--- config.mk ---
export PLATFORM = sky130hd
export DESIGN_NAME = servo_step_sequencer_core
export DESIGN_NICKNAME = d
export VERILOG_FILES = /design/src/rtl/ssq_pkg.sv /design/src/rtl/ssq_front.sv /design/src/rtl/ssq_queue.sv /design/src/rtl/ssq_back.sv /design/src/rtl/servo_step_sequencer_core.sv
export SDC_FILE = /design/constraint.sdc
export NUM_CORES = 1
export LEC_CHECK = 0
export BUFFER_PORTS_ARGS = -buffer_cell sky130_fd_sc_hd__buf_4
export CAP_MARGIN = 20
export CORE_UTILIZATION = 65
export DETAILED_ROUTE_END_ITERATION = 7
export PLACE_DENSITY = 0.86
export SYNTH_ARGS = -nofsm -noshare
export SYNTH_HDL_FRONTEND = slang
export SYNTH_SLANG_ARGS = --single-unit
export TNS_END_PERCENT = 50
--- constraint.sdc ---
create_clock -name clk -period 9.3 [get_ports clk]
set_clock_uncertainty 0.15 [all_clocks]
set_input_delay 1.86 -clock clk [delete_from_list [all_inputs] [get_ports clk]]
set_output_delay 1.86 -clock clk [all_outputs]
set_load 0.05 [all_outputs]
--- src/rtl/ssq_pkg.sv ---
// Shared types, codes and the fixed step tables of the servo step sequencer.
// Used by every module of the block; depends on nothing.
`timescale 1ns / 1ps

package ssq_pkg;

    localparam int CH_W      = 4;
    localparam int PULSE_W   = 12;
    localparam int TIME_W    = 16;
    localparam int MS_W      = 32;
    localparam int LAST_STEP = 3;

    localparam logic [MS_W-1:0] HOLD_SHORT_MS = 32'd300;
    localparam logic [MS_W-1:0] HOLD_LONG_MS  = 32'd1000;

    typedef enum logic [1:0] {
        CMD_TICK  = 2'd0,
        CMD_START = 2'd1,
        CMD_HOME  = 2'd2,
        CMD_STOP  = 2'd3
    } cmd_code_t;

    typedef enum logic [1:0] {
        CLASS_A       = 2'd0,
        CLASS_B       = 2'd1,
        CLASS_C       = 2'd2,
        CLASS_UNKNOWN = 2'd3
    } class_code_t;

    typedef enum logic [1:0] {
        REG_PULSE_MIN   = 2'd0,
        REG_PULSE_MAX   = 2'd1,
        REG_GATE_OPEN   = 2'd2,
        REG_ARRIVE_WAIT = 2'd3
    } reg_index_t;

    typedef enum logic [1:0] {
        ANG_0   = 2'd0,
        ANG_90  = 2'd1,
        ANG_180 = 2'd2
    } angle_t;

    typedef enum logic [2:0] {
        HOLD_SHORT,
        HOLD_LONG,
        HOLD_NONE,
        HOLD_GATE_OPEN,
        HOLD_ARRIVE
    } hold_t;

    // Servo channels driven by the sequences.
    localparam logic CH_GATE = 1'b0;
    localparam logic CH_DIV  = 1'b1;

    typedef enum logic [1:0] {
        JOB_NONE,
        JOB_WRITE,
        JOB_HOME,
        JOB_STOP
    } job_kind_t;

    typedef struct packed {
        logic [1:0] command;
        logic [1:0] class_id;
    } cmd_t;

    typedef struct packed {
        logic               write_valid;
        logic [CH_W-1:0]    channel;
        logic [PULSE_W-1:0] pulse;
        logic               sequence_done;
        logic               busy_res;
        logic               ignored;
        logic               last;
    } res_t;

    typedef struct packed {
        logic [PULSE_W-1:0] pulse_min;
        logic [PULSE_W-1:0] pulse_max;
        logic [TIME_W-1:0]  gate_open_ms;
        logic [TIME_W-1:0]  arrive_wait_ms;
    } cfg_t;

    // One classified request handed from the front end to the back end.
    typedef struct packed {
        job_kind_t kind;
        logic      ch;
        angle_t    angle;
        logic      done;
        logic      busy;
        logic      ign;
    } job_t;

    typedef struct packed {
        logic   ch;
        angle_t angle;
        hold_t  hold;
    } step_t;

    // Fixed step tables; an unreachable select of three runs as sequence A.
    function automatic step_t step_lookup(logic [1:0] sel, logic [1:0] step);
        step_t s;
        s = '{ch: CH_GATE, angle: ANG_0, hold: HOLD_NONE};
        if (sel == CLASS_B || sel == CLASS_C) begin
            case (step)
                2'd0:    s = '{ch: CH_GATE, angle: ANG_0, hold: HOLD_SHORT};
                2'd1:    s = '{ch: CH_GATE, angle: ANG_90, hold: HOLD_ARRIVE};
                2'd2:    s = '{ch: CH_DIV,
                               angle: (sel == CLASS_C) ? ANG_180 : ANG_0,
                               hold: HOLD_LONG};
                default: s = '{ch: CH_DIV, angle: ANG_90, hold: HOLD_NONE};
            endcase
        end else begin
            case (step)
                2'd0:    s = '{ch: CH_DIV, angle: ANG_0, hold: HOLD_SHORT};
                2'd1:    s = '{ch: CH_GATE, angle: ANG_0, hold: HOLD_GATE_OPEN};
                2'd2:    s = '{ch: CH_GATE, angle: ANG_90, hold: HOLD_LONG};
                default: s = '{ch: CH_DIV, angle: ANG_90, hold: HOLD_NONE};
            endcase
        end
        return s;
    endfunction

endpackage

--- src/rtl/ssq_front.sv ---
// Front end: accepts requests, keeps the sequencer state and classifies each
// request into a job for the back end. Depends on ssq_pkg.
`timescale 1ns / 1ps

module ssq_front
    import ssq_pkg::*;
(
    input  logic clk,
    input  logic rst_n,
    input  cfg_t cfg,
    input  logic cmd_valid,
    output logic cmd_stall,
    input  cmd_t cmd,
    input  logic q_full,
    output logic q_push,
    output job_t q_data
);

    logic            busy_reg, busy_next;
    logic [1:0]      sel_reg, sel_next;
    logic [1:0]      step_reg, step_next;
    logic            written_reg, written_next;
    logic [MS_W-1:0] ms_reg, ms_next;
    logic [MS_W-1:0] start_reg, start_next;

    logic            accept;
    step_t           cur_step;
    step_t           first_step;
    logic [MS_W-1:0] hold;
    logic [MS_W-1:0] ms_inc;
    logic [MS_W-1:0] elapsed;
    job_t            job;

    assign cmd_stall = q_full;
    assign accept    = cmd_valid && !cmd_stall;
    assign q_push    = accept;
    assign q_data    = job;

    assign cur_step   = step_lookup(sel_reg, step_reg);
    assign first_step = step_lookup(cmd.class_id, 2'd0);
    assign ms_inc     = ms_reg + 1'b1;
    assign elapsed    = ms_inc - start_reg;

    always_comb
    begin
        case (cur_step.hold)
            HOLD_SHORT:     hold = HOLD_SHORT_MS;
            HOLD_LONG:      hold = HOLD_LONG_MS;
            HOLD_GATE_OPEN: hold = MS_W'(cfg.gate_open_ms);
            HOLD_ARRIVE:    hold = MS_W'(cfg.arrive_wait_ms);
            default:        hold = '0;
        endcase
    end

    always_comb
    begin
        busy_next    = busy_reg;
        sel_next     = sel_reg;
        step_next    = step_reg;
        written_next = written_reg;
        ms_next      = ms_reg;
        start_next   = start_reg;
        job          = '{kind: JOB_NONE, ch: CH_GATE, angle: ANG_0,
                         done: 1'b0, busy: 1'b0, ign: 1'b0};
        if (accept) begin
            unique case (cmd.command)
                CMD_TICK:
                begin
                    ms_next = ms_inc;
                    if (busy_reg) begin
                        if (!written_reg) begin
                            job.kind     = JOB_WRITE;
                            job.ch       = cur_step.ch;
                            job.angle    = cur_step.angle;
                            written_next = 1'b1;
                            start_next   = ms_inc;
                            if (hold == '0) begin
                                busy_next = 1'b0;
                                job.done  = 1'b1;
                            end
                        end else if (elapsed >= hold) begin
                            if (step_reg == 2'(LAST_STEP)) begin
                                busy_next = 1'b0;
                                job.done  = 1'b1;
                            end else begin
                                step_next    = step_reg + 1'b1;
                                written_next = 1'b0;
                            end
                        end
                    end
                end
                CMD_START:
                begin
                    if (busy_reg || cmd.class_id == CLASS_UNKNOWN) begin
                        job.ign = 1'b1;
                    end else begin
                        sel_next     = cmd.class_id;
                        step_next    = 2'd0;
                        busy_next    = 1'b1;
                        written_next = 1'b1;
                        start_next   = ms_reg;
                        job.kind     = JOB_WRITE;
                        job.ch       = first_step.ch;
                        job.angle    = first_step.angle;
                    end
                end
                CMD_HOME:
                begin
                    if (busy_reg) begin
                        job.ign = 1'b1;
                    end else begin
                        job.kind = JOB_HOME;
                    end
                end
                default:
                begin
                    busy_next = 1'b0;
                    job.kind  = JOB_STOP;
                end
            endcase
        end
        job.busy = busy_next;
    end

    always_ff @(posedge clk or negedge rst_n)
    begin
        if (!rst_n) begin
            busy_reg    <= 1'b0;
            sel_reg     <= '0;
            step_reg    <= '0;
            written_reg <= 1'b0;
            ms_reg      <= '0;
            start_reg   <= '0;
        end else begin
            busy_reg    <= busy_next;
            sel_reg     <= sel_next;
            step_reg    <= step_next;
            written_reg <= written_next;
            ms_reg      <= ms_next;
            start_reg   <= start_next;
        end
    end

    // A stop always leaves the sequencer idle.
    assert property (@(posedge clk) disable iff (!rst_n)
        accept && cmd.command == CMD_STOP |=> !busy_reg)
        else $error("sequencer still busy after stop");

    // The millisecond counter moves only on ticks, by exactly one.
    assert property (@(posedge clk) disable iff (!rst_n)
        !(accept && cmd.command == CMD_TICK) |=> ms_reg == $past(ms_reg))
        else $error("millisecond counter moved without a tick");

    assert property (@(posedge clk) disable iff (!rst_n)
        accept && cmd.command == CMD_TICK |=> ms_reg == $past(ms_reg) + 1'b1)
        else $error("millisecond counter did not advance on a tick");

    // A job that finishes a sequence always reports idle afterwards.
    assert property (@(posedge clk) disable iff (!rst_n)
        q_push && q_data.done |-> !q_data.busy)
        else $error("finished sequence reported as busy");

endmodule

--- src/rtl/ssq_queue.sv ---
// Short job queue between front end and back end so each side stalls alone.
// Depends on ssq_pkg for the job type.
`timescale 1ns / 1ps

module ssq_queue
    import ssq_pkg::*;
#(
    parameter int DEPTH = 4
)
(
    input  logic clk,
    input  logic rst_n,
    input  logic push,
    input  job_t push_data,
    output logic full,
    input  logic pop,
    output logic not_empty,
    output job_t head
);

    localparam int PTR_W = (DEPTH > 1) ? $clog2(DEPTH) : 1;
    localparam int CNT_W = $clog2(DEPTH + 1);

    job_t             mem_reg [DEPTH];
    logic [PTR_W-1:0] wr_ptr_reg, wr_ptr_next;
    logic [PTR_W-1:0] rd_ptr_reg, rd_ptr_next;
    logic [CNT_W-1:0] count_reg, count_next;
    logic             do_push;
    logic             do_pop;

    assign full      = (count_reg == CNT_W'(DEPTH));
    assign not_empty = (count_reg != '0);
    assign head      = mem_reg[rd_ptr_reg];
    assign do_push   = push && !full;
    assign do_pop    = pop && not_empty;

    always_comb
    begin
        wr_ptr_next = wr_ptr_reg;
        rd_ptr_next = rd_ptr_reg;
        count_next  = count_reg;
        if (do_push) begin
            wr_ptr_next = (wr_ptr_reg == PTR_W'(DEPTH - 1)) ? '0 : wr_ptr_reg + 1'b1;
        end
        if (do_pop) begin
            rd_ptr_next = (rd_ptr_reg == PTR_W'(DEPTH - 1)) ? '0 : rd_ptr_reg + 1'b1;
        end
        if (do_push && !do_pop) begin
            count_next = count_reg + 1'b1;
        end else if (do_pop && !do_push) begin
            count_next = count_reg - 1'b1;
        end
    end

    always_ff @(posedge clk or negedge rst_n)
    begin
        if (!rst_n) begin
            wr_ptr_reg <= '0;
            rd_ptr_reg <= '0;
            count_reg  <= '0;
        end else begin
            wr_ptr_reg <= wr_ptr_next;
            rd_ptr_reg <= rd_ptr_next;
            count_reg  <= count_next;
        end
    end

    always_ff @(posedge clk)
    begin
        if (do_push) begin
            mem_reg[wr_ptr_reg] <= push_data;
        end
    end

    assert property (@(posedge clk) disable iff (!rst_n)
        count_reg <= CNT_W'(DEPTH))
        else $error("queue count beyond depth");

    // Pointers are apart by the fill count, modulo the depth.
    assert property (@(posedge clk) disable iff (!rst_n)
        count_reg == '0 || count_reg == CNT_W'(DEPTH) |-> wr_ptr_reg == rd_ptr_reg)
        else $error("queue pointers disagree with fill count");

    assert property (@(posedge clk) disable iff (!rst_n)
        push && full && !pop |=> count_reg == $past(count_reg))
        else $error("queue accepted a job while full");

endmodule

--- src/rtl/ssq_back.sv ---
// Back end: expands each job into its PWM write or status results, one per
// cycle without a stall, held in the result register. Depends on ssq_pkg.
`timescale 1ns / 1ps

module ssq_back
    import ssq_pkg::*;
#(
    parameter int NUM_CHANNELS = 16
)
(
    input  logic clk,
    input  logic rst_n,
    input  cfg_t cfg,
    input  logic q_not_empty,
    input  job_t q_head,
    output logic q_pop,
    output logic res_valid,
    input  logic res_stall,
    output res_t res
);

    logic            cur_valid_reg;
    job_t            cur_job_reg;
    logic [CH_W-1:0] idx_reg;
    logic            out_valid_reg;
    res_t            out_reg;

    logic            out_free;
    logic            advance;
    logic            last_now;
    logic            write_ch;
    angle_t          write_angle;
    res_t            result;

    // Angle to off count; 90 degrees is pulse_min plus span/2 cut toward zero.
    function automatic logic [PULSE_W-1:0] angle_pulse(cfg_t c, angle_t a);
        logic signed [PULSE_W:0] span;
        logic signed [PULSE_W:0] half;
        span = $signed({1'b0, c.pulse_max}) - $signed({1'b0, c.pulse_min});
        half = (span + $signed((PULSE_W + 1)'(span[PULSE_W]))) >>> 1;
        case (a)
            ANG_0:   return c.pulse_min;
            ANG_180: return c.pulse_max;
            default: return c.pulse_min + half[PULSE_W-1:0];
        endcase
    endfunction

    assign out_free  = !out_valid_reg || !res_stall;
    assign advance   = cur_valid_reg && out_free;
    assign res_valid = out_valid_reg;
    assign res       = out_reg;

    always_comb
    begin
        case (cur_job_reg.kind)
            JOB_HOME: last_now = (idx_reg == CH_W'(1));
            JOB_STOP: last_now = (idx_reg == CH_W'(NUM_CHANNELS - 1));
            default:  last_now = 1'b1;
        endcase
    end

    assign q_pop = q_not_empty && (!cur_valid_reg || (advance && last_now));

    always_comb
    begin
        // Home writes the gate first, then the diverter.
        write_ch    = (cur_job_reg.kind == JOB_HOME) ? idx_reg[0] : cur_job_reg.ch;
        write_angle = (cur_job_reg.kind == JOB_HOME) ? ANG_90 : cur_job_reg.angle;
        result               = '0;
        result.sequence_done = cur_job_reg.done;
        result.busy_res      = cur_job_reg.busy;
        result.ignored       = cur_job_reg.ign;
        result.last          = last_now;
        case (cur_job_reg.kind)
            JOB_WRITE, JOB_HOME:
            begin
                result.write_valid = 1'b1;
                result.channel     = CH_W'(write_ch);
                result.pulse       = angle_pulse(cfg, write_angle);
            end
            JOB_STOP:
            begin
                result.write_valid = 1'b1;
                result.channel     = idx_reg;
            end
            default:
            begin
                result.write_valid = 1'b0;
            end
        endcase
    end

    always_ff @(posedge clk or negedge rst_n)
    begin
        if (!rst_n) begin
            cur_valid_reg <= 1'b0;
            idx_reg       <= '0;
            out_valid_reg <= 1'b0;
        end else begin
            if (advance) begin
                out_valid_reg <= 1'b1;
            end else if (out_free) begin
                out_valid_reg <= 1'b0;
            end
            if (q_pop) begin
                cur_valid_reg <= 1'b1;
                idx_reg       <= '0;
            end else if (advance) begin
                idx_reg <= last_now ? '0 : idx_reg + 1'b1;
                if (last_now) begin
                    cur_valid_reg <= 1'b0;
                end
            end
        end
    end

    always_ff @(posedge clk)
    begin
        if (advance) begin
            out_reg <= result;
        end
        if (q_pop) begin
            cur_job_reg <= q_head;
        end
    end

    assert property (@(posedge clk) disable iff (!rst_n)
        idx_reg <= CH_W'(NUM_CHANNELS - 1))
        else $error("write index past the last channel");

    // A result without a write is the only result of its request.
    assert property (@(posedge clk) disable iff (!rst_n)
        out_valid_reg && !out_reg.write_valid |-> out_reg.last)
        else $error("empty result not marked last");

    // The index only runs while a multi-write job is active.
    assert property (@(posedge clk) disable iff (!rst_n)
        !cur_valid_reg |-> idx_reg == '0)
        else $error("write index left over with no active job");

endmodule

--- src/rtl/servo_step_sequencer_core.sv ---
// Top level of the servo step sequencer: configuration registers, front end,
// job queue and back end. Depends on ssq_pkg, ssq_front, ssq_queue, ssq_back.
`timescale 1ns / 1ps

// The sequencer runs one of three fixed four-step servo sequences on the gate
// (channel 0) and diverter (channel 1) servos. Each request on the cmd channel
// is a millisecond tick, a start with a sequence class, a home or a stop; the
// block answers every request with one or more result items on the res
// channel, the final one marked by last. A tick or start gives one result,
// home gives two (one if ignored) and stop gives NUM_CHANNELS, one zero write
// per channel. The front end accepts one request per cycle as long as the
// QUEUE_DEPTH-entry job queue has room, so requests are never held up by a
// slow result consumer until that queue fills. The back end issues one result
// per cycle from its result register while res_stall is low, which sets the
// sustained rate; a stop, with NUM_CHANNELS results, is the longest request.
// An accepted request passes through the job queue and the current-job
// register to the result register. Configuration registers are written through
// cfg_we, cfg_index and cfg_data and must only change while no request is
// outstanding. pulse_max may lie below pulse_min; the ninety degree position
// then interpolates downward.

module servo_step_sequencer_core
    import ssq_pkg::*;
#(
    parameter int NUM_CHANNELS = 16,
    parameter int QUEUE_DEPTH  = 4
)
(
    input  logic              clk,
    input  logic              rst_n,
    input  logic              cfg_we,
    input  logic [1:0]        cfg_index,
    input  logic [TIME_W-1:0] cfg_data,
    input  logic              cmd_valid,
    output logic              cmd_stall,
    input  cmd_t              cmd,
    output logic              res_valid,
    input  logic              res_stall,
    output res_t              res
);

    cfg_t cfg_reg;
    logic q_full;
    logic q_push;
    job_t q_push_data;
    logic q_pop;
    logic q_not_empty;
    job_t q_head;

    // Configuration registers, reset to the calibration defaults.
    always_ff @(posedge clk or negedge rst_n)
    begin
        if (!rst_n) begin
            cfg_reg.pulse_min      <= 12'd102;
            cfg_reg.pulse_max      <= 12'd512;
            cfg_reg.gate_open_ms   <= 16'd500;
            cfg_reg.arrive_wait_ms <= 16'd2000;
        end else if (cfg_we) begin
            unique case (cfg_index)
                REG_PULSE_MIN:   cfg_reg.pulse_min      <= cfg_data[PULSE_W-1:0];
                REG_PULSE_MAX:   cfg_reg.pulse_max      <= cfg_data[PULSE_W-1:0];
                REG_GATE_OPEN:   cfg_reg.gate_open_ms   <= cfg_data;
                REG_ARRIVE_WAIT: cfg_reg.arrive_wait_ms <= cfg_data;
            endcase
        end
    end

    // The front end owns all sequencing state and decides what each request
    // does; it never waits on the result side except through the queue.
    ssq_front u_front (
        .clk       (clk),
        .rst_n     (rst_n),
        .cfg       (cfg_reg),
        .cmd_valid (cmd_valid),
        .cmd_stall (cmd_stall),
        .cmd       (cmd),
        .q_full    (q_full),
        .q_push    (q_push),
        .q_data    (q_push_data)
    );

    ssq_queue #(
        .DEPTH (QUEUE_DEPTH)
    ) u_queue (
        .clk       (clk),
        .rst_n     (rst_n),
        .push      (q_push),
        .push_data (q_push_data),
        .full      (q_full),
        .pop       (q_pop),
        .not_empty (q_not_empty),
        .head      (q_head)
    );

    // The back end turns each job into PWM writes and status results.
    ssq_back #(
        .NUM_CHANNELS (NUM_CHANNELS)
    ) u_back (
        .clk         (clk),
        .rst_n       (rst_n),
        .cfg         (cfg_reg),
        .q_not_empty (q_not_empty),
        .q_head      (q_head),
        .q_pop       (q_pop),
        .res_valid   (res_valid),
        .res_stall   (res_stall),
        .res         (res)
    );

endmodule
**Word level (Yosys, flattened, before mapping)**

Memory sizes are Yosys's and may differ from the RTL's. A register that Yosys moved wholly into a read port is not among the register bits.
Cells that the tools add are included.
Widths: inputs -> output; s select.

- $add $sub $neg: 11
- Multipliers: 0
- Divide/modulo/power cells: 0
- Magnitude comparators: 1
- Equality and inequality tests: 31
- Shifts and indexed selects: 0
- Multiplexer cells: 65
- Bitwise logic cells: 1
- Reductions and logical operators: 43

Operator list:

| kind | number |
|---|---|
| $mux 32 | 3 |
| $pmux 16 s4 | 1 |
| $pmux 32 s2 | 1 |
| $pmux 6 s3 | 2 |
| $add 32x1->32 const B | 1 |
| $ge 32x16->1 | 1 |
| $logic_not 32->1 | 1 |
| $sub 32x32->32 | 1 |
| $mux 1 | 28 |
| $eq 2x2->1 const B | 13 |
| $mux 6 | 4 |
| $pmux 12 s2 | 1 |
| $mux 2 | 10 |
| $mux 4 | 5 |
| $add 13x2->13 | 1 |
| $sub 12x12->13 | 1 |
| $add 12x12->12 | 1 |
| $eq 2x1->1 const B | 6 |
| $reduce_and 2->1 | 6 |
| $reduce_bool 2->1 | 5 |
| $logic_and 1x1->1 | 8 |
| $logic_not 2->1 | 4 |
| $pmux 4 s2 | 1 |
| $reduce_and 7->1 | 1 |
| 27 further kinds | 46 |

- Register bits: 160
- Latch bits: 0
- Memory bits (writable): 32
- Memory bits (read-only): 0
- Memories: 1

Memory list:

| memory | depth | bits a word | rd ports | clocked after memory_dff | wr ports | line | source |
|---|---|---|---|---|---|---|---|
| u_queue.mem_reg | 4 | 8 | 1 | 1 | 1 | ssq_queue.sv:24 | `job_t mem_reg [DEPTH];` |

**Logic depth before layout (Yosys ltp)**

Gate-level depths: netlist (run 1).

- Depth in word-level cells: 12
- Gate-level depth with buffers: 25
- Mapped depth without buffers: 25

**By module**

Synthesis (run 1) repeated with hierarchy kept, for this count alone.

- Cells, all modules: 1382
- Area total of the unflattened synthesis: 13818.3 um^2

Modules (own cells, without submodules):

| module | times used | cells each | area each (um^2) | seq. area each (um^2) |
|---|---|---|---|---|
| ssq_front | 1 | 866 | 6967.9 | 1751.7 |
| ssq_back | 1 | 317 | 3031.7 | 1021.0 |
| servo_step_sequencer_core | 1 | 120 | 2199.6 | 1422.6 |
| ssq_queue | 1 | 79 | 1619.1 | 1136.1 |

**Worst setup path before layout (run 1)**

Ideal clock, no wire load.

- Kind: register to register
- Start: register u_front.ms_reg[0]
- End: register u_front.written_reg
- Arrival: 4.821 ns
- Required time: 9.027 ns
- Setup slack: 4.206 ns
- Cell stages (with the launch flop): 22
- Cell sequence: dfrtp_1 > ha_1 > nand3_1 > nor2_1 > and4_1 > nand3_1 > or2_2 > clkbuf_1 > nor2_1 > nand3_1 > xnor2_1 > ha_1 > nand2_1 > o21ai_0 > or2_1 > o211a_1 > or4b_1 > o211a_1 > o2111ai_1 > nor4b_2 > or4_4 > a2bb2oi_1

- Word-level cells in the longest chain between the ends: 7

RTL lines:

| what | line | source |
|---|---|---|
| start, declared | ssq_front.sv:23 | `logic [MS_W-1:0] ms_reg, ms_next;` |
| start signal, assigned | ssq_front.sv:139 | `ms_reg <= ms_next;` |
| $add 32x1->32 | ssq_front.sv:41 | `assign ms_inc = ms_reg + 1'b1;` |
| named net u_front.ms_inc[28] | ssq_front.sv:30 | `logic [MS_W-1:0] ms_inc;` |
| $sub 32x32->32 | ssq_front.sv:42 | `assign elapsed = ms_inc - start_reg;` |
| $ge 32x16->1 | ssq_front.sv:81 | `end else if (elapsed >= hold) begin` |
| $mux 1 | ssq_front.sv:81 |  |
| $mux 1 | ssq_front.sv:71 | `if (!written_reg) begin` |
| $mux 1 | ssq_front.sv:70 | `if (busy_reg) begin` |
| $pmux 1 s2 | ssq_front.sv:66 | `unique case (cmd.command)` |
| end signal, assigned | ssq_front.sv:138 | `written_reg <= written_next;` |
| end, declared | ssq_front.sv:22 | `logic written_reg, written_next;` |

The timed path passes the listed nets, and every way through them passes these cells. The select of a mux whose other input is x is not followed.
A chain may end at the register's enable or synchronous reset.

==> run summary, run 1 <==
The share of synthesized cell area in full adder, half adder and majority cells is 0.0976. The CTS root buffer was clkbuf_16. The initial core utilization was 0.662. The run gives 0 as the number of synthesis warnings. Tracing the worst setup path back leads to its startpoint at u_front.ms_reg[0].

The post-synthesis share of cell area spent on and, or, nand and nor gates is 0.172, and the placement-stage worst setup slack is 3.39 ns. Once detail routing completed, the nets flagged for antenna violations numbered 0. The core region is 20,200 um2.

The total routing usage reported by global routing was 0.287. The post-synthesis async set-or-reset flop share is 0.695, and the fill cell instance count of the final layout is 1,419. The highest net fanout along the worst path was 7; the die height was 146 um. For the I/O pin total, the log shows 50.

The logs give 52 for the number of placement rows and 13,400 um2 for the mapped cell area. The delay of the slowest critical-path stage came out at 0.57 ns. The pre-antenna-repair detailed-routing pass consisted of 5 iterations. The tools report the final number of max-transition violations as 0.

Total power divided by cell area: 315 nW/um2. The run finished with clean final reports. After detailed routing, the number of remaining DRC violations is 0. The startpoint identified for the worst register-to-register timing path is u_front.ms_reg[0]. TritonCTS built the clock tree. The part of the total power dissipated in the clock network is 0.169, and the number of flip-flops under the largest register name is 56. The remaining max-slew budget at the tightest pin was 0.330; the total of hold buffers inserted after clock tree synthesis was 0. The die outline width is 146 um. After synthesis the netlist holds a flip-flop and latch count of 200. At the pin with the least slew margin, the transition time is 1.00 ns.

The internal portion of the total power is 2.57 mW. The post-synthesis xor/xnor area fraction came out at 0.0929. The final layout contains routed wiring with a total length of 29.4 mm. The average via count per standard cell works out to 6.16.

The count of flip-flops with a built-in enable after synthesis is 61, and the largest net degree at the start of global routing is 76. Setup repair after global routing left no endpoint under its margin. The tools report the worst path required time as 9.31 ns. The share of cells above drive strength 1 came out at 0.148. The tools report the count of endpoints failing setup in the final report as 0. The tools report the launching element type of the critical path as a register. The path class of the tightest hold or removal check is reg2reg. The run gives 200 as the number of sinks on the clock net. The run gives 6.40 nW as the total leakage power. The estimated wirelength of the detail-placed design came out at 21.3 mm. In the final design database the tool counted 1,527 nets. The fraction of power spent switching nets works out to 0.438.

The analysis attributes to net switching a power of 2.00 mW. The tools report the startpoint of the tightest hold check path as u_back.cur_job_reg[0]. 0 antenna diodes ended up in the layout. The total via count after detailed routing is 10,400, and the post-synthesis sequential area ratio is 0.398. For the number of resized instances in the post-cts repair step, the log shows 0. The main combinational cell family by area after synthesis is simple AND/OR/NAND/NOR gates.

The number of nets handed over by synthesis was 1,518. For the number of max-cap violations, the log shows 0. Among cell families on the critical path, the largest total delay comes from simple AND/OR/NAND/NOR gates. The setup TNS was 0 ns; the mean post-synth cell area was 9.64 um2. The run gives 4 as the number of levels in the clock H-tree.

The number of antenna violations at the first check in global routing came out at 0. The post-synthesis mux area share is 0.0632, and the maximum operating frequency is 163 MHz. The power share of the sequential group came out at 0.302. After clock tree synthesis, the setup repair step added 0 buffers.

The first-pass GRT wire length was 49.3 mm; the final weighted congestion of routability-driven global placement was 0.906. The maximum buffer depth of the clock tree is 2, and the clock transition at the register clock pins on the worst setup and hold paths after CTS is 0.08 ns. The logic gate share of total power was 0.529.

The shortest period the worst path allows was 6.12 ns; the synthesized-area fraction occupied by ao, oa, aoi and oai cells was 0.136. Data arrives at the worst endpoint at 6.13 ns. The worst setup path is captured at a register.

Among all stages on the critical path, the largest delay is contributed by o31ai_1. For the gate count of the mapped netlist, the log shows 1,389. The worst setup path is of the reg2reg kind. The most frequently used flop master after synthesis was dfrtp_1.

The synthesized netlist contains 86 unique library cells. Port buffering added 49 buffers. The floorplan step defined a die boundary enclosing 21,200 um2. The tools report the number of buffers inserted during clock tree synthesis as 17. The critical path's most frequent cell was nand3_1. The tools report the number of global-route vias before repair as 10,400. The post-route clock period utilization works out to 0.658. After global routing the overflow that remains totals 0. Clock latency on the worst-skew pair, taken at its later pin, is 0.45 ns. The area added between synthesis and finish came out at 8.39%.

Walking the worst path, the cells encountered are ha_1 -> nand3_1 -> nor2_1 -> and4_1 -> nand3_1 -> or2_2 -> nor2_1 -> nand3_1 -> xnor2_1 -> ha_1 -> a21oi_1 -> o21ai_0 -> a21oi_1 -> nand2_1 -> or3_1 -> o311ai_0 -> o2111ai_1 -> nor4b_2 -> o21ai_1 -> o31ai_1. For the final worst slack, the log shows 3.18 ns. The tools report the violation count after the first detailed-routing iteration as 771.

The wire length per cell after detailed routing came out at 17.5 um. VDD sags by at most 0.000154 V. The final hold violation count is 0, and the buffering stage count on the worst path with inverters included is 0.
layout make-up:
cell class,count,area [um2],share of cell area
clock inverters,15,189,0.0130
flip-flops and latches,200,5330,0.367
clock buffers,17,425,0.0293
inverters,77,289,0.0199
multi-input cells,1047,7520,0.518
well taps,270,338,0.0233
repair buffers,55,420,0.0290
per-stage QoR:
stage                     hold slack, ns  instances  instance area (um2)   util  total power, mW
final                              0.285       1681                14500  0.717             4.58
after global routing               0.298       1681                14500  0.717             4.89
after CTS                          0.293       1681                14500  0.717             4.57
after detailed placement           0.273       1649                13900  0.687             3.77
after global placement             0.254       1648                13900  0.686             3.65
after floorplan                    0.250       1389                13400      -             3.22
synthesized netlist by cell type (all sizes together) (5+ instances only):
| library cell | number | area, um2 |
|---|---|---|
| a211oi | 8 | 65.1 |
| a21o | 17 | 128 |
| a21oi | 72 | 368 |
| a221oi | 6 | 58.8 |
| a22oi | 9 | 67.6 |
| a31oi | 8 | 50.1 |
| and2 | 17 | 106 |
| and3 | 12 | 80.1 |
| and4 | 7 | 62.6 |
| buf | 15 | 68.8 |
| clkbuf | 50 | 191 |
| dfrtp | 122 | 3050 |
| dfstp | 17 | 447 |
| edfxtp | 61 | 1830 |
| ha | 98 | 1230 |
| inv | 77 | 289 |
| mux2 | 52 | 586 |
| mux2i | 8 | 80.1 |
| mux4 | 8 | 180 |
| nand2 | 135 | 507 |
| nand2b | 9 | 56.3 |
| nand3 | 29 | 145 |
| nand3b | 6 | 45.0 |
| nand4 | 23 | 180 |
| nor2 | 129 | 484 |
| nor2b | 11 | 68.8 |
| nor3 | 18 | 90.1 |
| nor4 | 11 | 98.8 |
| nor4b | 5 | 50.0 |
| o211ai | 12 | 95.1 |
| o21a | 12 | 90.1 |
| o21ai | 86 | 430 |
| or2 | 17 | 106 |
| or3 | 12 | 80.1 |
| xnor2 | 85 | 744 |
| xor2 | 57 | 499 |
per-layer routing:
| metal | part of all wire | global-route usage |
|---|---|---|
| met1 | 0.42 | 0.349 |
| met2 | 0.51 | 0.507 |
| met3 | 0.042 | 0.0373 |
| met4 | 0.031 | 0.135 |
| met5 | 0 | 0 |
worst reg2reg max path, stage by stage (launching register included):
cell,delay [ns]
dfrtp_1,0.48
ha_1,0.28
nand3_1,0.24
nor2_1,0.33
and4_1,0.35
nand3_1,0.18
or2_2,0.39
nor2_1,0.26
nand3_1,0.18
xnor2_1,0.16
ha_1,0.36
a21oi_1,0.29
o21ai_0,0.16
a21oi_1,0.14
nand2_1,0.10
or3_1,0.34
o311ai_0,0.13
o2111ai_1,0.24
nor4b_2,0.36
o21ai_1,0.14
o31ai_1,0.57
cell families after synthesis:
family / count (synthesis)
AND/OR/NAND/NOR: 456
AO/OA/AOI/OAI: 279
flip-flops: 200
XOR/XNOR: 142
buffers and inverters: 142
adder cells (fa/ha/maj): 102
multiplexers: 68
final timing paths:
| check | to | slack [ns] | depth (start not counted) |
|---|---|---|---|
| worst min-delay path | u_back.res[1] | 0.29 | 0 |
| min in group asynchronous | cfg_reg[33] | 1.22 | 1 |
| worst min register to register | u_back.res[1] | 0.29 | 0 |
| worst max register to register | u_queue.mem_reg[1][1] | 3.18 | 20 |
| max in group asynchronous | u_front.start_reg[28] | 6.32 | 2 |
| worst max-delay path | u_queue.mem_reg[1][1] | 3.18 | 20 |
power by group through the flow:
stage	clock (mW)	combinational (mW)	sequential (mW)
global route	0.813	2.67	1.41
finish	0.773	2.42	1.38
global placement	0	2.27	1.38
CTS	0.780	2.41	1.38
floorplan	0	1.76	1.46
detailed placement	0	2.38	1.39
placed cells by master, fill, tap and decap left out, drive strengths merged, types with 9 or more instances in the layout:
| master | count |
|---|---|
| xor2 | 57 |
| inv | 88 |
| a21o | 17 |
| mux2 | 52 |
| nor2 | 129 |
| nor2b | 11 |
| o21ai | 86 |
| nand2 | 135 |
| o211ai | 12 |
| nor3 | 18 |
| nand4 | 23 |
| or3 | 12 |
| dfstp | 17 |
| a21oi | 72 |
| buf | 55 |
| ha | 98 |
| nand2b | 9 |
| or2 | 17 |
| edfxtp | 61 |
| nand3 | 29 |
| and3 | 12 |
| dfrtp | 122 |
| clkbuf | 17 |
| nor4 | 11 |
| and2 | 17 |
| xnor2 | 85 |
| o21a | 12 |
| a22oi | 9 |
No activity file was read; power rests on OpenSTA's default activity.
==> inputs of run 2 (changes only) <==
--- a/config.mk
+++ b/config.mk
@@ -7,9 +7,9 @@
 export LEC_CHECK = 0
 export BUFFER_PORTS_ARGS = -buffer_cell sky130_fd_sc_hd__buf_4
 export CAP_MARGIN = 20
-export CORE_UTILIZATION = 65
+export CORE_UTILIZATION = 57
 export DETAILED_ROUTE_END_ITERATION = 7
-export PLACE_DENSITY = 0.86
+export PLACE_DENSITY = 0.8
 export SYNTH_ARGS = -nofsm -noshare
 export SYNTH_HDL_FRONTEND = slang
 export SYNTH_SLANG_ARGS = --single-unit
==> constraint.sdc (replaced) <==
create_clock -name clk -period 5.47 [get_ports clk]
set_clock_uncertainty 0.15 [all_clocks]
set_input_delay 1.094 -clock clk [delete_from_list [all_inputs] [get_ports clk]]
set_output_delay 1.094 -clock clk [all_outputs]
set_load 0.05 [all_outputs]
==> run summary, run 2 (synthesized netlist as in run 1, its figures left out) <==
The estimated wirelength of the detail-placed design was 21.4 mm (+0.54%). The run gives 0 (unchanged) as the residual overflow from global routing. The clock transition at the register clock pins on the worst setup and hold paths after CTS is 0.09 ns (about the same), and the number of flip-flops under the largest register name is 56 (unchanged).

Fill cell instance count of the final layout: 1,835 (+29%). From synthesis to final layout, the design area changed by 10.6%. The run gives 0 (unchanged) as the number of antenna diodes. The total wirelength of the detailed-routed design came out at 28.6 mm (-2.7%). Leaving out fill and tap cells, the most frequent cell in the layout is nand2_1. The number of max-cap violations came out at 0 (unchanged).

The die outline width was 155 um (+6.7%); the fraction of the core area covered by cells at the end of the flow was 0.648 (-0.0692). The maximum buffer depth of the clock tree is 2 (unchanged), and the slew at the pin closest to its max-slew limit is 0.941 ns (-0.0636 ns). The smallest hold slack is 0.281 ns (-0.00417 ns), and the area of the core region is 22,800 um2 (+13%). The I/O pin total is 50 (unchanged). The logs give 0 (unchanged) for the count of endpoints failing setup in the final report and 17 (unchanged) for the number of buffers inserted during clock tree synthesis. The total leakage power was 6.51 nW (+1.8%). STA classifies the critical path startpoint as a register.

The number of port buffers came out at 49 (unchanged). The flow ran to the end, and the final reports show no timing, DRC or antenna violations. The peak supply drop is 0.000283 V (+84%), and the shortest period the worst path allows is 5.20 ns (-0.916 ns). The wire length per cell after detailed routing is 16.4 um (-6.1%), and the total power divided by cell area is 531 nW/um2 (+68%). The signal on the critical path passes through nand4_2 -> or3_4 -> or2_2 -> nor2_1 -> nand3_1 -> xnor2_1 -> ha_1 -> a21oi_2 -> o21ai_1 -> or2_1 -> o211a_1 -> or4b_1 -> o211a_1 -> o2111ai_1 -> nor4b_4 -> or4_4 -> a2bb2oi_1.

The tools report the post-route cell area as 14,800 um2 (+2.0%). The tools report the number of antenna violations at the first check in global routing as 0 (unchanged). TritonCTS built the clock tree. Initial core utilization: 0.586 (-0.0757). The cell that appears most often on the critical path is o211a_1. Global-route met1 utilization: 0.305 (-0.0438). The gate family responsible for the most delay along the worst path is simple AND/OR/NAND/NOR gates. After global routing, the most crowded layer is met2. The remaining max-slew budget at the tightest pin is 0.371 (+0.0409), and the highest net fanout along the worst path is 9 (+2).

Share of cells above drive strength 1: 0.171 (+0.0225). Delay of the slowest critical-path stage: 0.54 ns (-0.03 ns). The met3 track demand over resource in global routing came out at 0.0329 (-0.00443).

The run gives 0.246 (-0.0411) as the total routing usage reported by global routing. The critical path data arrival time came out at 5.39 ns (-0.74 ns). The post-route antenna net violation count is 0 (unchanged), and the placement-stage worst setup slack is 0.0628 ns (-3.32 ns).

For the final worst slack, the log shows 0.267 ns (-2.91 ns). The logs give 4 (unchanged) for the number of levels in the clock H-tree and 0 (unchanged) for the setup fix buffers added after clock tree synthesis. Classification of the worst-slack hold path: reg2reg. The root buffer cell chosen for the clock tree is clkbuf_16. The violation count after the first detailed-routing iteration is 724 (-6.1%). The run gives 5.65 ns (-3.66 ns) as the worst path required time. The number of sinks on the clock net is 200 (unchanged). The final weighted congestion of routability-driven global placement is 0.909 (+0.30%).

The class of the most critical setup path was reg2reg. Number of global-route vias before repair: 10,100 (-3.8%). The post-route clock period utilization was 0.951 (+0.293); the remaining routing DRC violations was 0 (unchanged). The first-pass GRT wire length is 47.6 mm (-3.5%).

The met2 layer usage reported by global route is 0.440 (-0.0668). The net count reported at finish is 1,546 (+1.2%). The final hold violation count was 0 (unchanged). The slowest stage cell on the critical path was or4b_1. The tools report the latest clock arrival within the worst-skew pair as 0.45 ns (about the same).

The first-pass iteration count of the detailed router is 6 (+1). The buffering stage count on the worst path with inverters included works out to 0 (unchanged). Largest net degree at the start of global routing: 73 (-3.9%). The run gives 0 (unchanged) as the final number of max-transition violations. In the layout the commonest cells are nand2_1, nor2_1, dfrtp_1. The total placed instance area was 14,100 um2 (+1.4%); the total via count after detailed routing was 10,100 (-2.5%). The tools report the number of placement rows as 55 (+5.8%). The die area is 24,100 um2 (+14%), and the average via count per standard cell is 5.79 (-6.0%). The die height is 155 um (+6.7%). The worst setup path is captured at a register.

For the maximum operating frequency, the log shows 192 MHz (+18%).
[run 2: cell type report]
class	count	area, um2	area share
repair buffers	74	559	0.0378
flip-flops and latches	200	5330	0.360
clock buffers	17	425	0.0287
clock inverters	15	218	0.0147
inverters	77	289	0.0195
well taps	313	392	0.0265
multi-input cells	1047	7580	0.512
[run 2: per-stage QoR]
step	setup TNS, ns	cells	total power, mW
3_5_place_dp	0	1711	6.46
2_1_floorplan	0	1389	5.47
6_report	0	1743	7.87
5_1_grt	-0.00128	1743	8.45
3_3_place_gp	0	1711	6.28
4_1_cts	0	1743	7.83
[run 2: path summary, 6_finish.rpt]
path                                             from                    end  slack [ns]  depth (start not counted)
max in group asynchronous                       rst_n             cfg_reg[6]        3.65                          2
worst min register to register  u_back.cur_job_reg[1]          u_back.res[2]        0.28                          0
worst max register to register     u_front.ms_reg[10]    u_front.written_reg        0.27                         17
worst max-delay path               u_front.ms_reg[10]    u_front.written_reg        0.27                         17
min in group asynchronous                       rst_n  u_front.start_reg[23]        0.50                          1
worst min-delay path            u_back.cur_job_reg[1]          u_back.res[2]        0.28                          0
[run 2: timing repair]
action	CTS	global route
hold endpoints to repair	0	0
gates resized for setup	0	22
endpoints found under the setup margin	0	14
hold buffers	0	0
[run 2: per-layer routing]
metal	up-vias	part of all wire
met1	4909	0.44
met5	-	0
met4	0	0.020
li1	4945	-
met3	47	0.034
met2	199	0.51
[run 2: power by group]
part	total [mW]	switching (mW)	internal, mW
logic	4.17	2.42	1.76
clock network	1.35	0.706	0.647
registers	2.34	0.297	2.04
total	7.87	3.42	4.45
==> inputs of run 3 (changes only) <==
--- a/config.mk
+++ b/config.mk
@@ -7,6 +7,7 @@
 export LEC_CHECK = 0
 export BUFFER_PORTS_ARGS = -buffer_cell sky130_fd_sc_hd__buf_4
 export CAP_MARGIN = 20
+export CORE_MARGIN = 2
 export CORE_UTILIZATION = 57
 export DETAILED_ROUTE_END_ITERATION = 7
 export PLACE_DENSITY = 0.8
==> constraint.sdc (replaced) <==
create_clock -name clk -period 5.47 [get_ports clk]
set_clock_uncertainty 0.15 [all_clocks]
set_input_delay 1.094 -clock clk [delete_from_list [all_inputs] [get_ports clk]]
set_output_delay 1.094 -clock clk [all_outputs]
set_load 0.02 [all_outputs]
==> run summary, run 3 (synthesized netlist as in run 1, its figures left out) <==
Net count reported at finish: 1,550 (+0.26%). The worst path required time was 5.65 ns (about the same). The total via count after detailed routing was 10,200 (+1.1%); the number of buffers inserted during clock tree synthesis was 17 (unchanged).

The clock transition at the register clock pins on the worst setup and hold paths after CTS was 0.10 ns (about the same); the number of max-cap violations was 0 (unchanged). The maximum buffer depth of the clock tree is 2 (unchanged). The run gives 3.26 mW (-4.6%) as the power spent charging and discharging nets.

Leaving out fill and tap cells, the most frequent cell in the layout is nand2_1. Met2 layer usage reported by global route: 0.431 (-0.00909). The highest net fanout along the worst path was 7 (-2). Initial core utilization: 0.575 (-0.0105). The violation count after the first detailed-routing iteration is 571 (-21%), and the remaining max-slew budget at the tightest pin is 0.351 (-0.0203). The remaining routing DRC violations came out at 0 (unchanged).

The slew at the pin closest to its max-slew limit is 0.971 ns (+0.0303 ns), and the total of hold buffers inserted after clock tree synthesis is 0 (unchanged). The part of the total power dissipated in the clock network is 0.179 (+0.007). The endpoint of the lowest-slack register-to-register path is u_front.written_reg. The worst setup path is captured at a register.

The depth of the worst register-to-register path is 19 (+2), and the number of flip-flops under the largest register name is 56 (unchanged). For the area taken by flip-flops and latches, the log shows 5330 um2 (unchanged). Compared with the post-synthesis result, the final layout area differs by 11.3%. The tools report the number of sinks on the clock net as 200 (unchanged).

For the number of antenna violations at the first check in global routing, the log shows 0 (unchanged). In the layout the commonest cells are nand2_1, nor2_1, dfrtp_1. The post-route antenna net violation count is 0 (unchanged).

The startpoint identified for the worst register-to-register timing path is u_front.ms_reg[14]. For the met3 track demand over resource in global routing, the log shows 0.0314 (-0.00148). The total leakage power was 6.55 nW (+0.52%); the I/O pin total was 50 (unchanged).

The fraction of power spent switching nets came out at 0.423 (-0.0116). By startpoint and endpoint, the worst setup path is classified as reg2reg. The tools report the number of global-route vias before repair as 10,000 (-0.15%). Number of port buffers: 49 (unchanged). The tools report the startpoint of the tightest hold check path as u_back.cur_job_reg[0].

The logic gate share of total power was 0.519 (-0.012); the post-route clock period utilization was 0.951 (about the same). The logs give 0.45 ns (about the same) for the latest clock arrival within the worst-skew pair and 0 (unchanged) for the final number of max-transition violations. The internal power is 4.45 mW (about the same). Final weighted congestion of routability-driven global placement: 0.948 (+4.3%). The final hold violation count is 0 (unchanged). The path with the worst hold slack has its endpoint at u_back.res[1].

The total wirelength of the detailed-routed design was 28.9 mm (+1.0%); the die height was 157 um (+1.3%). Cell count of the worst hold path: 0 (unchanged). Total placed instance area: 14,100 um2 (+0.21%). The run finished with clean final reports. The global routing stage identified its most utilized layer as met2.

The tools report the power share of the sequential group as 0.303 (+0.006). The path class of the tightest hold or removal check is reg2reg. The run gives 24,700 um2 (+2.6%) as the die area. The wire length per cell after detailed routing is 16.5 um (+0.46%), and the peak supply drop is 0.000269 V (-4.8%). For the number of placement rows, the log shows 56 (+1.8%).

Die outline width: 157 um (+1.3%). The overall power after layout is 7.71 mW (-2.0%), and the number of levels in the clock H-tree is 4 (unchanged). The fill cell instance count of the final layout is 1,891 (+3.1%), and the total routing usage reported by global routing is 0.241 (-0.00464).

TritonCTS built the clock tree. The maximum operating frequency was 192 MHz (about the same). The share of cells above drive strength 1 was 0.176 (+0.00510); the area of the core region was 23,300 um2 (+1.8%).

The register-to-register setup slack is 0.27 ns (about the same), and the first-pass iteration count of the detailed router is 5 (-1). The post-route cell area is 14,900 um2 (+0.63%), and the critical path data arrival time is 5.38 ns (about the same). The largest net degree at the start of global routing was 91 (+25%).

The number of antenna diodes was 0 (unchanged). The tools report the launching element type of the critical path as a register. Residual overflow from global routing: 0 (unchanged). Count of endpoints failing setup in the final report: 0 (unchanged). The estimated wirelength of the detail-placed design is 20.9 mm (-2.3%), and the average via count per standard cell is 5.82 (+0.51%). The global-route met1 utilization was 0.305 (about the same); the first-pass GRT wire length was 48.0 mm (+0.81%). The area taken by multi-input logic gates was 7620 um2 (+0.46%). The total power divided by cell area is 518 nW/um2 (-2.6%).

The root buffer cell chosen for the clock tree is clkbuf_16. The shortest period the worst path allows came out at 5.20 ns (-0.00273 ns).
[run 3: area by class of cell]
type,instances,share of cell area
clock buffers,17,0.0286
clock inverters,15,0.0160
inverters,77,0.0194
multi-input cells,1047,0.512
flip-flops and latches,200,0.358
well taps,319,0.0268
repair buffers,78,0.0396
[run 3: metal layers]
layer | routed length, um | share of wire | vias to the layer above
met2 | 14700 | 0.51 | 204
met5 | 0 | 0 | -
met4 | 546 | 0.019 | 0
met3 | 910 | 0.031 | 43
met1 | 12800 | 0.44 | 4987
li1 | - | - | 4976
[run 3: worst max-delay path, stage by stage (launching register included)]
cell and delay [ns]:
dfrtp_1 0.48, and4_1 0.33, and3_1 0.25, and4_1 0.28
nand3_1 0.12, or2_2 0.37, nor2_1 0.17, nand3_1 0.14
xnor2_1 0.16, ha_1 0.36, nand2_1 0.09, o21ai_1 0.11
or2_1 0.25, o211a_1 0.20, or4b_1 0.53, o211a_1 0.13
o2111ai_1 0.18, nor4b_4 0.10, or4_4 0.52, a2bb2oi_1 0.15
[run 3: worst max path at each step]
stage	from	endpoint	depth (start not counted)	slack [ns]
CTS	u_front.ms_reg[8]	u_front.written_reg	18	0.03
floorplan	u_front.ms_reg[0]	u_front.written_reg	21	0.38
detailed placement	u_front.ms_reg[1]	u_queue.mem_reg[1][1]	24	0.05
global route	cfg_reg[45]	u_back.res[15]	22	-0.02
finish	u_front.ms_reg[14]	u_front.written_reg	19	0.27
global placement	u_front.ms_reg[8]	u_front.written_reg	18	0.13
[run 3: power groups by stage]
stage / sequential [mW] / clock (mW) / combinational [mW]
2_1_floorplan: 2.32 / 0 / 2.99
3_3_place_gp: 2.33 / 0 / 3.78
3_5_place_dp: 2.36 / 0 / 3.90
4_1_cts: 2.33 / 1.40 / 3.93
5_1_grt: 2.39 / 1.46 / 4.46
6_report: 2.33 / 1.38 / 4.00
[run 3: timing repair]
action	4_1_cts	5_1_grt
setup endpoints to repair	4	14
hold endpoints to repair	0	0
pin swaps	0	5
setup buffers	0	1
resized for setup	1	29
[run 3: stage by stage]
stage,hold WS [ns],worst slack [ns],setup TNS [ns],util,std cells
6_report,0.266,0.269,0,0.640,1753
5_1_grt,0.284,-0.0180,-0.0180,0.640,1753
4_1_cts,0.273,0.0266,0,0.636,1752
3_5_place_dp,0.255,0.0488,0,0.607,1720
3_3_place_gp,0.252,0.130,0,0.607,1720
2_1_floorplan,0.250,0.376,0,-,1389
